==> src/sv/mbrc_pkg.sv <==
//------------------------------------------------------------------------------
// mbrc_pkg
// Shared widths, codes and control types of the Modbus RTU reply checker.
//------------------------------------------------------------------------------
`default_nettype none

package mbrc_pkg;

   localparam int BYTE_W        = 8;
   localparam int WORD_W        = 16;
   localparam int STAT_W        = 3;
   localparam int IDX_W         = 3;
   localparam int MAX_FRAME_DEF = 256;
   localparam int MAX_REGS_DEF  = 8;
   localparam int EMIT_CAP      = 8;

   localparam logic [WORD_W-1:0] CRC_INIT = 16'hFFFF;
   localparam logic [WORD_W-1:0] CRC_POLY = 16'hA001;

   localparam logic [BYTE_W-1:0] FUNC_READ      = 8'h03;
   localparam logic [BYTE_W-1:0] FUNC_WRITE     = 8'h06;
   localparam logic [BYTE_W-1:0] FUNC_READ_EXC  = 8'h83;
   localparam logic [BYTE_W-1:0] FUNC_WRITE_EXC = 8'h86;

   // frame offsets of the header bytes and of the first data byte
   localparam int POS_ADDR = 0;
   localparam int POS_FUNC = 1;
   localparam int POS_LEN  = 2;
   localparam int POS_DATA = 3;

   typedef enum logic [STAT_W-1:0] {
      STAT_READ_OK,
      STAT_WRITE_OK,
      STAT_NO_REG,
      STAT_WRITE_FAIL,
      STAT_ADDR_ERR,
      STAT_DATA_ERR,
      STAT_UNKNOWN
   } status_type;

   typedef enum logic [1:0] {
      FSM_IDLE,
      FSM_CRC,
      FSM_STATUS,
      FSM_REGS
   } fsm_type;

   typedef struct packed {
      logic init;
      logic start;
   } crc_ctrl_type;

   typedef struct packed {
      logic busy;
      logic done;
   } crc_stat_type;

   typedef struct packed {
      logic clear;
      logic commit;
   } store_ctrl_type;

endpackage

`default_nettype wire

==> src/sv/mbrc_req_if.sv <==
//------------------------------------------------------------------------------
// mbrc_req_if
// Receive byte channel: one frame byte and its end mark per beat.
//------------------------------------------------------------------------------
`default_nettype none

interface mbrc_req_if;
   import mbrc_pkg::*;

   logic              valid;
   logic              ready;
   logic [BYTE_W-1:0] rx_byte;
   logic              frame_end;

   modport source (output valid, output rx_byte, output frame_end, input ready);
   modport sink   (input valid, input rx_byte, input frame_end, output ready);
endinterface

`default_nettype wire

==> src/sv/mbrc_rsp_if.sv <==
//------------------------------------------------------------------------------
// mbrc_rsp_if
// Result channel: one status or register word per beat.
//------------------------------------------------------------------------------
`default_nettype none

interface mbrc_rsp_if;
   import mbrc_pkg::*;

   logic              valid;
   logic              ready;
   logic [STAT_W-1:0] status;
   logic              is_register;
   logic [IDX_W-1:0]  reg_index;
   logic [WORD_W-1:0] reg_value;
   logic              last;

   modport source (output valid, output status, output is_register, output reg_index,
                   output reg_value, output last, input ready);
   modport sink   (input valid, input status, input is_register, input reg_index,
                   input reg_value, input last, output ready);
endinterface

`default_nettype wire

==> src/sv/mbrc_crc.sv <==
//------------------------------------------------------------------------------
// mbrc_crc
// Bit-serial CRC-16/MODBUS: shifts one byte in, LSB first, one bit at a time.
//------------------------------------------------------------------------------
`default_nettype none

module mbrc_crc (
   input  wire logic                           clock,
   input  wire logic                           reset,
   input  wire mbrc_pkg::crc_ctrl_type         ctl,
   input  wire logic [mbrc_pkg::BYTE_W-1:0]    data,
   output mbrc_pkg::crc_stat_type              stat,
   output logic      [mbrc_pkg::WORD_W-1:0]    crc
);
   import mbrc_pkg::*;

   localparam int STEP_W = $clog2(BYTE_W);

   logic [WORD_W-1:0] crc_ff, crc_in;
   logic [BYTE_W-1:0] sh_ff, sh_in;
   logic [STEP_W-1:0] step_ff, step_in;
   logic              busy_ff, busy_in;
   logic              fb;
   logic              final_step;

   assign final_step = (step_ff == STEP_W'(BYTE_W - 1));
   assign fb         = crc_ff[0] ^ sh_ff[0];

   always_comb begin
      crc_in  = crc_ff;
      sh_in   = sh_ff;
      step_in = step_ff;
      busy_in = busy_ff;
      if (ctl.init) begin
         crc_in = CRC_INIT;
      end
      if (ctl.start) begin
         sh_in   = data;
         step_in = '0;
         busy_in = 1'b1;
      end else if (busy_ff) begin
         crc_in  = (crc_ff >> 1) ^ (fb ? CRC_POLY : '0);
         sh_in   = sh_ff >> 1;
         step_in = step_ff + 1'b1;
         if (final_step) begin
            busy_in = 1'b0;
         end
      end
   end

   always_ff @(posedge clock) begin
      if (reset) begin
         crc_ff  <= CRC_INIT;
         step_ff <= '0;
         busy_ff <= 1'b0;
      end else begin
         crc_ff  <= crc_in;
         step_ff <= step_in;
         busy_ff <= busy_in;
      end
      sh_ff <= sh_in;
   end

   assign stat.busy = busy_ff;
   assign stat.done = busy_ff && final_step;
   assign crc       = crc_ff;

endmodule

`default_nettype wire

==> src/sv/mbrc_store.sv <==
//------------------------------------------------------------------------------
// mbrc_store
// Header byte capture and register word store of the current frame.
//------------------------------------------------------------------------------
`default_nettype none

module mbrc_store #(
   parameter int CNT_W     = $clog2(mbrc_pkg::MAX_FRAME_DEF + 2),
   parameter int REG_DEPTH = mbrc_pkg::EMIT_CAP,
   parameter int RIDX_W    = (REG_DEPTH > 1) ? $clog2(REG_DEPTH) : 1
) (
   input  wire logic                           clock,
   input  wire mbrc_pkg::store_ctrl_type       ctl,
   input  wire logic      [CNT_W-1:0]          pos,
   input  wire logic      [mbrc_pkg::BYTE_W-1:0] data,
   input  wire logic      [RIDX_W-1:0]         rd_idx,
   output logic           [mbrc_pkg::BYTE_W-1:0] addr_byte,
   output logic           [mbrc_pkg::BYTE_W-1:0] func_code,
   output logic           [mbrc_pkg::BYTE_W-1:0] data_len,
   output logic           [mbrc_pkg::WORD_W-1:0] rd_word
);
   import mbrc_pkg::*;

   logic [BYTE_W-1:0] addr_ff, func_ff, len_ff;
   logic [WORD_W-1:0] store_ff [REG_DEPTH];
   logic [CNT_W-1:0]  off;
   logic [CNT_W-1:0]  wsel;
   logic              word_hit;

   assign off      = pos - CNT_W'(POS_DATA);
   assign wsel     = off >> 1;
   assign word_hit = (pos >= CNT_W'(POS_DATA)) && (wsel < CNT_W'(REG_DEPTH));

   always_ff @(posedge clock) begin
      if (ctl.clear) begin
         addr_ff <= '0;
         func_ff <= '0;
         len_ff  <= '0;
         for (int i = 0; i < REG_DEPTH; i++) begin
            store_ff[i] <= '0;
         end
      end else if (ctl.commit) begin
         if (pos == CNT_W'(POS_ADDR)) begin
            addr_ff <= data;
         end else if (pos == CNT_W'(POS_FUNC)) begin
            func_ff <= data;
         end else if (pos == CNT_W'(POS_LEN)) begin
            len_ff <= data;
         end else if (word_hit) begin
            if (!off[0]) begin
               store_ff[wsel[RIDX_W-1:0]][WORD_W-1:BYTE_W] <= data;
            end else begin
               store_ff[wsel[RIDX_W-1:0]][BYTE_W-1:0] <= data;
            end
         end
      end
   end

   assign addr_byte = addr_ff;
   assign func_code = func_ff;
   assign data_len  = len_ff;
   assign rd_word   = store_ff[rd_idx];

endmodule

`default_nettype wire

==> src/sv/modbus_reply_frame_checker_unit.sv <==
//------------------------------------------------------------------------------
// modbus_reply_frame_checker_unit
// Checks a Modbus RTU reply frame and emits its status and read registers.
// A byte that enters the CRC is accepted, then shifted through it while the
// byte side is held not ready; the first two bytes of a frame and bytes past
// the length cap start no CRC run. The end mark leads to the status beat after
// the CRC, then one register beat per cycle while the result side takes them.
// Reset is synchronous: control clears and the slave address returns to 1.
//------------------------------------------------------------------------------
`default_nettype none

module modbus_reply_frame_checker_unit #(
   parameter int MAX_FRAME = mbrc_pkg::MAX_FRAME_DEF,
   parameter int MAX_REGS  = mbrc_pkg::MAX_REGS_DEF
) (
   input  wire logic                          clock,
   input  wire logic                          reset,
   input  wire logic                          csr_we,
   input  wire logic [mbrc_pkg::BYTE_W-1:0]   csr_wdata,
   mbrc_req_if.sink                           req,
   mbrc_rsp_if.source                         rsp
);
   import mbrc_pkg::*;

   localparam int CNT_W     = $clog2(MAX_FRAME + 2);
   localparam int REG_DEPTH = (MAX_REGS < EMIT_CAP) ? MAX_REGS : EMIT_CAP;
   localparam int RIDX_W    = (REG_DEPTH > 1) ? $clog2(REG_DEPTH) : 1;
   localparam int NREG_W    = $clog2(REG_DEPTH + 1);

   fsm_type            state_ff, state_in;
   logic [CNT_W-1:0]   count_ff, count_in;
   logic [WORD_W-1:0]  held_ff, held_in;
   logic               end_ff, end_in;
   logic [NREG_W-1:0]  nregs_ff, nregs_in;
   logic [RIDX_W-1:0]  emit_ff, emit_in;
   logic [BYTE_W-1:0]  slave_ff;

   logic               rsp_valid_ff, rsp_valid_in;
   status_type         stat_ff, stat_in;
   logic               isr_ff, isr_in;
   logic [IDX_W-1:0]   idx_ff, idx_in;
   logic [WORD_W-1:0]  val_ff, val_in;
   logic               last_ff, last_in;

   crc_ctrl_type       crc_ctl;
   crc_stat_type       crc_st;
   logic [WORD_W-1:0]  crc_val;
   store_ctrl_type     st_ctl;
   logic [BYTE_W-1:0]  addr_byte, func_code, data_len;
   logic [WORD_W-1:0]  rd_word;

   logic               accept;
   logic               commit;
   logic               slot_free;
   logic [CNT_W-1:0]   pos;
   logic [BYTE_W-2:0]  half_len;
   logic [NREG_W-1:0]  nr;
   status_type         frame_stat;
   logic               last_reg;

   assign req.ready = (state_ff == FSM_IDLE);
   assign accept    = req.valid && req.ready;
   assign commit    = (count_ff >= CNT_W'(2)) && (count_ff <= CNT_W'(MAX_FRAME));
   assign pos       = count_ff - CNT_W'(2);
   assign slot_free = !rsp_valid_ff || rsp.ready;
   assign half_len  = data_len[BYTE_W-1:1];
   assign last_reg  = ((NREG_W'(emit_ff) + 1'b1) == nregs_ff);

   mbrc_crc u_crc (
      .clock (clock),
      .reset (reset),
      .ctl   (crc_ctl),
      .data  (held_ff[WORD_W-1:BYTE_W]),
      .stat  (crc_st),
      .crc   (crc_val)
   );

   mbrc_store #(
      .CNT_W     (CNT_W),
      .REG_DEPTH (REG_DEPTH),
      .RIDX_W    (RIDX_W)
   ) u_store (
      .clock     (clock),
      .ctl       (st_ctl),
      .pos       (pos),
      .data      (held_ff[WORD_W-1:BYTE_W]),
      .rd_idx    (emit_ff),
      .addr_byte (addr_byte),
      .func_code (func_code),
      .data_len  (data_len),
      .rd_word   (rd_word)
   );

   always_comb begin
      nr = ({1'b0, half_len} < BYTE_W'(REG_DEPTH)) ? NREG_W'(half_len) : NREG_W'(REG_DEPTH);
      frame_stat = STAT_UNKNOWN;
      priority if ((count_ff < CNT_W'(4)) || (count_ff > CNT_W'(MAX_FRAME))) begin
         frame_stat = STAT_DATA_ERR;
      end else if (crc_val != {held_ff[BYTE_W-1:0], held_ff[WORD_W-1:BYTE_W]}) begin
         frame_stat = STAT_DATA_ERR;
      end else if (addr_byte != slave_ff) begin
         frame_stat = STAT_ADDR_ERR;
      end else if (func_code == FUNC_READ) begin
         frame_stat = (count_ff < CNT_W'(5)) ? STAT_DATA_ERR : STAT_READ_OK;
      end else if (func_code == FUNC_WRITE) begin
         frame_stat = STAT_WRITE_OK;
      end else if (func_code == FUNC_READ_EXC) begin
         frame_stat = STAT_NO_REG;
      end else if (func_code == FUNC_WRITE_EXC) begin
         frame_stat = STAT_WRITE_FAIL;
      end else begin
         frame_stat = STAT_UNKNOWN;
      end
      if (frame_stat != STAT_READ_OK) begin
         nr = '0;
      end
   end

   always_comb begin
      state_in     = state_ff;
      count_in     = count_ff;
      held_in      = held_ff;
      end_in       = end_ff;
      nregs_in     = nregs_ff;
      emit_in      = emit_ff;
      crc_ctl      = '0;
      st_ctl       = '0;
      rsp_valid_in = rsp_valid_ff && !rsp.ready;
      stat_in      = stat_ff;
      isr_in       = isr_ff;
      idx_in       = idx_ff;
      val_in       = val_ff;
      last_in      = last_ff;

      unique case (state_ff)
         FSM_IDLE: begin
            if (accept) begin
               crc_ctl.init  = (count_ff == '0);
               st_ctl.clear  = (count_ff == '0);
               crc_ctl.start = commit;
               st_ctl.commit = commit;
               held_in       = (count_ff == '0) ? {BYTE_W'(0), req.rx_byte}
                                                : {held_ff[BYTE_W-1:0], req.rx_byte};
               if (count_ff <= CNT_W'(MAX_FRAME)) begin
                  count_in = count_ff + 1'b1;
               end
               end_in = req.frame_end;
               if (commit) begin
                  state_in = FSM_CRC;
               end else if (req.frame_end) begin
                  state_in = FSM_STATUS;
               end
            end
         end
         FSM_CRC: begin
            if (crc_st.done) begin
               state_in = end_ff ? FSM_STATUS : FSM_IDLE;
            end
         end
         FSM_STATUS: begin
            if (slot_free) begin
               rsp_valid_in = 1'b1;
               stat_in      = frame_stat;
               isr_in       = 1'b0;
               idx_in       = '0;
               val_in       = '0;
               last_in      = (nr == '0);
               count_in     = '0;
               nregs_in     = nr;
               emit_in      = '0;
               state_in     = (nr == '0) ? FSM_IDLE : FSM_REGS;
            end
         end
         FSM_REGS: begin
            if (slot_free) begin
               rsp_valid_in = 1'b1;
               stat_in      = STAT_READ_OK;
               isr_in       = 1'b1;
               idx_in       = IDX_W'(emit_ff);
               val_in       = rd_word;
               last_in      = last_reg;
               if (last_reg) begin
                  state_in = FSM_IDLE;
               end else begin
                  emit_in = emit_ff + 1'b1;
               end
            end
         end
         default: begin
            state_in = FSM_IDLE;
         end
      endcase
   end

   always_ff @(posedge clock) begin
      if (reset) begin
         state_ff     <= FSM_IDLE;
         count_ff     <= '0;
         held_ff      <= '0;
         end_ff       <= 1'b0;
         nregs_ff     <= '0;
         emit_ff      <= '0;
         slave_ff     <= BYTE_W'(1);
         rsp_valid_ff <= 1'b0;
      end else begin
         state_ff     <= state_in;
         count_ff     <= count_in;
         held_ff      <= held_in;
         end_ff       <= end_in;
         nregs_ff     <= nregs_in;
         emit_ff      <= emit_in;
         rsp_valid_ff <= rsp_valid_in;
         if (csr_we) begin
            slave_ff <= csr_wdata;
         end
      end
      stat_ff <= stat_in;
      isr_ff  <= isr_in;
      idx_ff  <= idx_in;
      val_ff  <= val_in;
      last_ff <= last_in;
   end

   assign rsp.valid       = rsp_valid_ff;
   assign rsp.status      = stat_ff;
   assign rsp.is_register = isr_ff;
   assign rsp.reg_index   = idx_ff;
   assign rsp.reg_value   = val_ff;
   assign rsp.last        = last_ff;

endmodule

`default_nettype wire

==> src/flat_wrapper.sv <==
// flat-port wrapper written by rule: the top's interface ports become plain ports
module modbus_reply_frame_checker_unit_flat import mbrc_pkg::*;
#(
   parameter int MAX_FRAME = mbrc_pkg::MAX_FRAME_DEF,
   parameter int MAX_REGS  = mbrc_pkg::MAX_REGS_DEF
)
  (clock, reset, csr_we, csr_wdata, req_valid, req_rx_byte, req_frame_end, req_ready, rsp_valid, rsp_status, rsp_is_register, rsp_reg_index, rsp_reg_value, rsp_last, rsp_ready);
  mbrc_req_if req_i ();
  mbrc_rsp_if rsp_i ();
  input  wire logic clock;
  input  wire logic reset;
  input  wire logic csr_we;
  input  wire logic [mbrc_pkg::BYTE_W-1:0] csr_wdata;
  input wire logic [$bits(req_i.valid)-1:0] req_valid;
  input wire logic [$bits(req_i.rx_byte)-1:0] req_rx_byte;
  input wire logic [$bits(req_i.frame_end)-1:0] req_frame_end;
  output wire logic [$bits(req_i.ready)-1:0] req_ready;
  output wire logic [$bits(rsp_i.valid)-1:0] rsp_valid;
  output wire logic [$bits(rsp_i.status)-1:0] rsp_status;
  output wire logic [$bits(rsp_i.is_register)-1:0] rsp_is_register;
  output wire logic [$bits(rsp_i.reg_index)-1:0] rsp_reg_index;
  output wire logic [$bits(rsp_i.reg_value)-1:0] rsp_reg_value;
  output wire logic [$bits(rsp_i.last)-1:0] rsp_last;
  input wire logic [$bits(rsp_i.ready)-1:0] rsp_ready;
  assign req_i.valid = req_valid;
  assign req_i.rx_byte = req_rx_byte;
  assign req_i.frame_end = req_frame_end;
  assign req_ready = req_i.ready;
  assign rsp_valid = rsp_i.valid;
  assign rsp_status = rsp_i.status;
  assign rsp_is_register = rsp_i.is_register;
  assign rsp_reg_index = rsp_i.reg_index;
  assign rsp_reg_value = rsp_i.reg_value;
  assign rsp_last = rsp_i.last;
  assign rsp_i.ready = rsp_ready;
  modbus_reply_frame_checker_unit #(.MAX_FRAME(MAX_FRAME), .MAX_REGS(MAX_REGS)) u_core (.clock(clock), .reset(reset), .csr_we(csr_we), .csr_wdata(csr_wdata), .req(req_i), .rsp(rsp_i));
endmodule
==> config.mk <==
export PLATFORM = sky130hd
export DESIGN_NAME = modbus_reply_frame_checker_unit_flat
export DESIGN_NICKNAME = d
export VERILOG_FILES = /design/src/sv/mbrc_pkg.sv /design/src/sv/mbrc_req_if.sv /design/src/sv/mbrc_rsp_if.sv /design/src/sv/mbrc_crc.sv /design/src/sv/mbrc_store.sv /design/src/sv/modbus_reply_frame_checker_unit.sv /design/src/flat_wrapper.sv
export SDC_FILE = /design/constraint.sdc
export NUM_CORES = 1
export LEC_CHECK = 0
export BUFFER_PORTS_ARGS = -buffer_cell sky130_fd_sc_hd__buf_2
export CAP_MARGIN = 20
export CORE_MARGIN = 10
export CORE_UTILIZATION = 25
export CTS_BUF_LIST = sky130_fd_sc_hd__clkbuf_16
export CTS_CLUSTER_DIAMETER = 120
export CTS_CLUSTER_SIZE = 8
export DETAILED_ROUTE_END_ITERATION = 7
export HOLD_SLACK_MARGIN = 0.03
export PLACE_DENSITY = 0.37
export REMOVE_ABC_BUFFERS = 1
export SYNTH_ARGS = -nofsm -noshare
export SYNTH_HDL_FRONTEND = slang
export SYNTH_SLANG_ARGS = --single-unit
==> constraint.sdc <==
create_clock -name clock -period 4.5 [get_ports clock]
set_input_delay 0.225 -clock clock [delete_from_list [all_inputs] [get_ports clock]]
set_output_delay 0.225 -clock clock [all_outputs]
set_load 0.005 [all_outputs]
* Word-level counts from Yosys, hierarchy flattened
Memory sizes are Yosys's and may differ from the RTL's. A register that Yosys moved wholly into a read port is not among the register bits.
Index checks and enable logic that the tools add are counted.
** Storage, ports and cells
- Bits in latches :: 0
- Register bits after elaboration :: 120
- Bits in read-only memories :: 0
- Memories kept :: 1
- Output and inout port bits :: 26
- Bits of input ports :: 22
- Bits in writable memories :: 128
- Word-level logic and storage cells :: 167
** Memories
- u_core.u_store.store_ff :: words 8, width 16, read ports 1, clocked after Yosys merged registers in 1, wr ports 8, line mbrc_store.sv:25 : logic [WORD_W-1:0] store_ff [REG_DEPTH];
** Operators by class
- Multipliers :: 0
- Add/sub/neg operators :: 6
- Muxes and demuxes :: 78
- Divide/modulo/power cells :: 0
- Bitwise gates (word level) :: 4
- Reduce and logical (&&, ||, !) cells :: 29
- Magnitude comparators :: 8
- Equal/unequal tests :: 21
- Shifts and indexed selects :: 0
** Operators with widths (count)
- $mux W16 :: 8
- $mux W3 :: 16
- $pmux W16 S2 :: 1
- $mux W1 :: 27
- $mux W9 :: 3
- $mux W2 :: 12
- $ge A9 B2 Y1 const B :: 2
- $logic_not A9 Y1 :: 2
- $lt A9 B3 Y1 const B :: 2
- $pmux W3 S2 :: 3
- $pmux W9 S2 :: 1
- $sub A9 B2 Y9 const B :: 2
- $eq A8 B8 Y1 const B :: 2
- $mux W8 :: 2
- $ne A16 B16 Y1 :: 1
- $reduce_or A16 Y1 :: 1
- $xor A15 B16 Y16 :: 1
- $reduce_and A4 Y1 :: 3
- $add A9 B1 Y9 const B :: 1
- $eq A9 B1 Y1 const B :: 1
- $eq A9 B2 Y1 const B :: 1
- $gt A9 B9 Y1 const B :: 1
- $le A9 B9 Y1 const B :: 1
- $eq A8 B2 Y1 const B :: 1
- 29 further kinds :: 51

* Depth between registers and ports, before layout
Gate-level depths: netlist (run 1).
- Word-level depth :: 14
- Gate-level depth with buffers :: 12

* Modules after synthesis
From an unflattened synthesis (run 1), not the netlist that was laid out.
** Unflattened totals
- Cells, all modules :: 998
- Area total of the unflattened synthesis :: 11768.8 um^2
** Modules (own cells, without submodules)
- mbrc_store :: instances 1, area an instance 7094.3 um^2, sequential area each 4324.1 um^2, cells each 511
- modbus_reply_frame_checker_unit :: instances 1, area an instance 3465.8 um^2, sequential area each 1601.5 um^2, cells each 373
- mbrc_crc :: instances 1, area an instance 1208.7 um^2, sequential area each 640.6 um^2, cells each 114

* Least setup slack after synthesis (run 1)
Ideal clock, no wire load.
- Path type :: register to register
- Start point :: register u_core.count_ff[2]
- End point :: memory u_core.u_store.store_ff[1][10], enable pin
- Stages on the path, launching flop included :: 11
- Slack :: 0.745 ns
- Arrival time :: 3.357 ns
- Buffers on the path :: 3
- Library setup time :: 0.398 ns
- Path through :: dfxtp_1 > clkbuf_1 > inv_1 > ha_1 > clkbuf_1 > xnor2_1 > a22oi_1 > o311ai_0 > o221ai_2 > clkbuf_1 > o41ai_1
** RTL lines
- start, declared :: line modbus_reply_frame_checker_unit.sv:31 : logic [CNT_W-1:0] count_ff, count_in;
- start signal, assigned :: line modbus_reply_frame_checker_unit.sv:207 : count_ff <= count_in;
- end, declared :: line mbrc_store.sv:25

==> flow_summary.ini, run 1 <==
[sta]
period_share_pct = 88.2
fin_crit_ps = 3970
rsz0062_at_grt = false
finalHoldViolations = 0
fin_skew_ps = 16.7
maxSlewHeadroom_pct = 33.4
finalWorstSetupSlack_ps = 533
maxSlewViolCount = 0
holdWs_ps = 99.4
fmax_mhz = 252
worst_slew_pin_slew_ps = 998
setup_viol = 0

[clocking]
numCtsBuffers = 37
cts_buffer_depth = 3
cts_tree = yes
htreeDepth = 2
clk_pin_slew_ps = 60
clkLatencyLatePin_ps = 520
cts_sinks = 250
clockRootBuffer = clkbuf_16
post_cts_buffers = 0

[cells_and_area]
final_util_pct = 30.3
final_cell_area_um2 = 14500
diodes = 0
drive_gt1_share_pct = 18.0
area_growth_pct = 19.9
fillerInstances = 4967
fin_cells = 1784
top_register = u_core.u_store.store_ff
largest_register_ffs = 128
final_nets = 1185

[setup_path]
r2r_start = u_core.count_ff[1]
critPathBufInv = 2
cp_data_arrival_time_ps = 4200
crit_start = u_core.count_ff[1]
cp-start-kind = register
cp_top_family = compound AO/OA/AOI/OAI gates
crit_type = reg -> reg
cpMaxStageDelayCell = o221ai_4
max_stage_delay_ps = 680
r2r_end = u_core.u_store.store_ff[7][7]
critPathMaxFanout = 64
r2r_slack_ps = 530
cp_data_required_time_ps = 4730
reg2reg_depth = 8
crit_chain = inv_1 > ha_1 > xor2_1 > a311oi_1 > o221ai_2 > o221ai_4 > buf_4 > nor4_1
endpoint_kind = register

[global_routing]
grt_pass1_vias = 9305
antenna_found_initial = 0
overflow = 0
grt_usage_pct = 13.0
grt_pass1_wl_mm = 58.3
grt_max_degree = 65

[synthesis]
synthAdderAreaFrac_pct = 1.14
syn-cell-area_um2 = 12100
synthDistinctLibCells = 64
synth-simple-area-share_pct = 20.8
syn_inst = 1102
ys.flop_type = edfxtp_1
yosysWarnings = 0
avgSynthCellArea_um2 = 11.0
async_flop_share_pct = 0
synth_top_area_share_pct = 39.7
yosys_register_bits = 250
synth_xor_area_share_pct = 3.04
ys_seq_area_share_pct = 54.6
synth.mux.area_fraction_pct = 10.2
synth_top_family_by_area = simple AND/OR/NAND/NOR gates
synth_area_leaders = edfxtp_1 (40%), dfxtp_1 (15%), nor4_1 (7.3%)
synth_compound_area_share_pct = 6.46
synth_area_leader_cell = edfxtp_1
synth_edf_count = 160

[placement]
gp_congestion = 0.790
portBuffers = 47
dp_cells = 1710
post-place-ws_ps = 605
dpl_cell_area_um2 = 13300
dp_hpwl_mm = 23.4

[power_and_ir_drop]
peakVddDrop_uv = 197
p_per_area_nw_per_um2 = 487
leakage_nw = 4.84

[route]
vias = 8856
first_iter_violations = 618
vias_per_cell = 4.96
wl_per_cell_um = 21.0
drt-total-wl_mm = 37.4
dr.pass1.iters = 5
ant_nets = 0
drc = 0

[hold_path]
holdCritStartpoint = rsp_ready
min_path_type = in -> reg
hold_depth = 3
hold_end = u_core.rsp.valid

[floorplan]
rows = 80
die_h_um = 240
core_area_um2 = 47800
initial_core_util_pct = 25.3
dieWidth_um = 240
io_pins = 48
die_area_um2 = 57600

[flow_run]
cap_violations = 0

[outcome]
status = finished clean
## power breakdown
group	total [W]	leakage [nW]	internal, W	switching [W]
logic	0.00158	1.99	0.000447	0.00113
registers	0.00293	2.28	0.00281	0.000126
clock network	0.00256	0.569	0.00154	0.00102
total	0.00706	4.84	0.00479	0.00228
## synth_stat cells (all sizes together), types with 8 or more instances
cell	number
mux2i	51
clkbuf	88
and3	8
nand3	42
edfxtp	160
nand2b	12
nor4	145
nor3	24
o41ai	17
nor2b	15
o21ai	26
nand2	126
xor2	32
mux4	32
inv	11
dfxtp	90
xnor2	10
ha	11
buf	20
nand4	9
a21oi	31
nor2	81
## repair_timing
action / 4_1_cts / 5_1_grt
resized for setup: 0 / 0
hold buffers: 17 / 0
endpoints found under the hold margin: 17 / 0
## cell families after synthesis
| logic type | after synthesis |
|---|---|
| AND/OR/NAND/NOR | 484 |
| flip-flops | 250 |
| buffers and inverters | 119 |
| AO/OA/AOI/OAI | 113 |
| multiplexers | 83 |
| XOR/XNOR | 42 |
| adder cells (fa/ha/maj) | 11 |
## metal layers
metal | share of wire (%) | track usage (%)
met2 | 47 | 21.2
met4 | 1.8 | 3.51
met1 | 47 | 17.8
met5 | 0 | 0
met3 | 3.7 | 1.97
## cell type report
type,instances,area [µm²],area share [%]
Clock buffer,39,976,6.72
Timing Repair Buffer,119,851,5.86
Multi-Input combinational cell,733,5190,35.8
Tap cell,615,769,5.30
Sequential cell,250,6610,45.5
Clock inverter,17,73.8,0.509
Inverter,11,41.3,0.284
## worst max path at each step
| stage | end | slack (ps) | cells after the start |
|---|---|---|---|
| after floorplan | u_core.u_store.store_ff[0][0] | -1700 | 6 |
| after global placement | u_core.u_store.store_ff[4][6] | 680 | 8 |
| after detailed placement | u_core.u_store.store_ff[3][7] | 610 | 8 |
| after CTS | u_core.u_store.store_ff[7][7] | 580 | 8 |
| after global routing | u_core.u_store.store_ff[3][2] | 270 | 8 |
| final | u_core.u_store.store_ff[7][7] | 530 | 8 |
## tightest hold or removal path: stages
cell and delay, ps:
buf_2 80, nand2b_1 170, a21oi_1 80
## stage by stage
step | power, W | setup TNS (ps)
2_1_floorplan | 0.00371 | -334200
3_3_place_gp | 0.00457 | 0
5_1_grt | 0.00741 | 0
4_1_cts | 0.00718 | 0
3_5_place_dp | 0.00457 | 0
6_report | 0.00706 | 0
## cell usage in the layout, fill, tap and decap left out, types with 8 or more instances in the layout
| cell | instances |
|---|---|
| edfxtp_1 | 160 |
| nor4_1 | 142 |
| nand2_1 | 125 |
| dfxtp_1 | 87 |
| nor2_1 | 81 |
| buf_4 | 53 |
| mux2i_1 | 51 |
| buf_2 | 47 |
| nand3_1 | 41 |
| clkbuf_16 | 39 |
| mux4_2 | 32 |
| xor2_1 | 31 |
| a21oi_1 | 31 |
| inv_1 | 26 |
| o21ai_0 | 26 |
| nor3_1 | 23 |
| dlygate4sd3_1 | 17 |
| o41ai_2 | 16 |
| nor2b_1 | 15 |
| nand2b_1 | 12 |
| ha_1 | 11 |
| nand4_1 | 9 |
| xnor2_1 | 9 |
| and3_1 | 8 |
Power figures use the tool's default switching activity.
==> run 2, diff against run 1 <==
--- a/config.mk
+++ b/config.mk
@@ -14,8 +14,10 @@
 export CTS_CLUSTER_SIZE = 8
 export DETAILED_ROUTE_END_ITERATION = 7
 export HOLD_SLACK_MARGIN = 0.03
+export MAX_ROUTING_LAYER = met4
 export PLACE_DENSITY = 0.37
 export REMOVE_ABC_BUFFERS = 1
+export SETUP_SLACK_MARGIN = 0.15
 export SYNTH_ARGS = -nofsm -noshare
 export SYNTH_HDL_FRONTEND = slang
 export SYNTH_SLANG_ARGS = --single-unit
==> run 2 against run 1 <==
Compared with the run above: utilization did not move; largest cell class unchanged; setup slack improved by 5.3 ps; die area did not move; sequential power barely moved.
==> flow_summary.ini, run 2 (synthesis gave the netlist of run 1 again) <==
[sta]
period_share_pct = 88.0
maxSlewHeadroom_pct = 32.0
maxSlewViolCount = 0
fin_skew_ps = 18.2
finalHoldViolations = 0
rsz0062_at_grt = false
worst_slew_pin_slew_ps = 1020
fin_crit_ps = 3960
setup_viol = 0
fmax_mhz = 252
finalSetupTns_ps = 0

[floorplan]
core_area_um2 = 47800
rows = 80
io_pins = 48
die_h_um = 240
initial_core_util_pct = 25.3
dieWidth_um = 240
die_area_um2 = 57600

[cells_and_area]
diodes = 0
final_cell_mix = edfxtp_1 (160), nor4_1 (142), nand2_1 (125)
fin_cells = 1784
drive_gt1_share_pct = 18.0
area_growth_pct = 19.9
final_nets = 1185
final_cell_area_um2 = 14500
top_register = u_core.u_store.store_ff
largest_register_ffs = 128
mostFrequentLayoutCell = edfxtp_1

[setup_path]
critical_path_depth = 8
endpoint_kind = register
critPathMaxFanout = 64
max_stage_delay_ps = 690
cp-start-kind = register
cpMaxStageDelayCell = buf_4
reg2reg_depth = 8
cp_data_required_time_ps = 4730
cp_top_family = compound AO/OA/AOI/OAI gates
crit_start = u_core.count_ff[1]
r2r_end = u_core.u_store.store_ff[7][7]
cp_data_arrival_time_ps = 4190
crit_type = reg -> reg
r2r_start = u_core.count_ff[1]
critPathBufInv = 2
crit_chain = inv_1 > ha_1 > xor2_1 > a311oi_1 > o221ai_2 > o221ai_4 > buf_4 > nor4_1
cp-endpoint = u_core.u_store.store_ff[7][7]
r2r_slack_ps = 540

[placement]
dp_cells = 1710
portBuffers = 47
dp_hpwl_mm = 23.4
dpl_cell_area_um2 = 13300
gp_congestion = 0.801

[power_and_ir_drop]
clkPwrFrac_pct = 36.2
leakage_nw = 4.84
peakVddDrop_uv = 197
p_switching_w = 0.00228
internal-power_w = 0.00479
combinationalPowerShare_pct = 22.3
p_seq_share_pct = 41.5
p_per_area_nw_per_um2 = 487
swShare_pct = 32.2

[route]
wl_per_cell_um = 21.0
first_iter_violations = 629
drc = 0
dr.pass1.iters = 4
drt-total-wl_mm = 37.4
ant_nets = 0
vias_per_cell = 4.99
vias = 8904

[clocking]
post_cts_buffers = 0
clkLatencyLatePin_ps = 520
cts_sinks = 250
cts_hold_buffers = 17
clk_pin_slew_ps = 60
numCtsBuffers = 37
ctsResizeCount = 0
cts_buffer_depth = 3
cts_tree = yes
clockRootBuffer = clkbuf_16
htreeDepth = 2

[global_routing]
overflow = 0
grt_pass1_wl_mm = 58.2
grt_pass1_vias = 9313
grt_max_degree = 65
grt_usage_pct = 13.4
antenna_found_initial = 0

[outcome]
status = finished clean

[hold_path]
min_path_type = in -> reg

[flow_run]
cap_violations = 0
==> run 2: worst min path at each step <==
| stage | start | endpoint | slack, ps | cells after the start |
|---|---|---|---|---|
| 3_3_place_gp | u_core.end_ff | u_core.end_ff | 450 | 2 |
| 5_1_grt | csr_we | u_core.slave_ff[0] | 140 | 3 |
| 6_report | rsp_ready | u_core.rsp.valid | 100 | 3 |
| 4_1_cts | rsp_ready | u_core.rsp.valid | 90 | 3 |
| 2_1_floorplan | reset | u_core.count_ff[0] | 290 | 1 |
| 3_5_place_dp | u_core.end_ff | u_core.end_ff | 450 | 2 |
==> run 2: power groups by stage <==
stage	registers (W)	clock network (W)	logic [W]
after CTS	0.00294	0.00264	0.00160
after floorplan	0.00296	0	0.000749
final	0.00293	0.00256	0.00158
after global placement	0.00298	0	0.00159
after detailed placement	0.00298	0	0.00159
after global routing	0.00296	0.00274	0.00171
==> run 2: stage by stage <==
step,hold WS [ps],total power [W],setup slack (ps),util (%)
floorplan,294,0.00371,-1700,-
global placement,452,0.00457,675,27.7
detailed placement,453,0.00457,605,27.7
CTS,88.6,0.00718,579,30.3
global route,136,0.00741,273,30.3
finish,101,0.00707,538,30.3
==> run 2: area by class of cell <==
class | count | area, µm²
clock buffer | 39 | 976
clock inverter | 17 | 73.8
fill | 4967 | 33300
inverter | 11 | 41.3
multi-input combinational | 733 | 5190
sequential | 250 | 6610
tap | 615 | 769
timing repair buffer | 119 | 851
==> run 2: tightest hold or removal path, cell delays in order <==
cell      delay, ps
buf_2            80
nand2b_1        170
a21oi_1          80
==> run 2: layer usage <==
layer	GRT usage [%]	vias up	part of all wire [%]
met5	-	-	0
met1	17.7	4426	47
met2	21.3	142	48
met4	3.51	0	1.7
met3	1.90	42	3.4
li1	-	4294	-
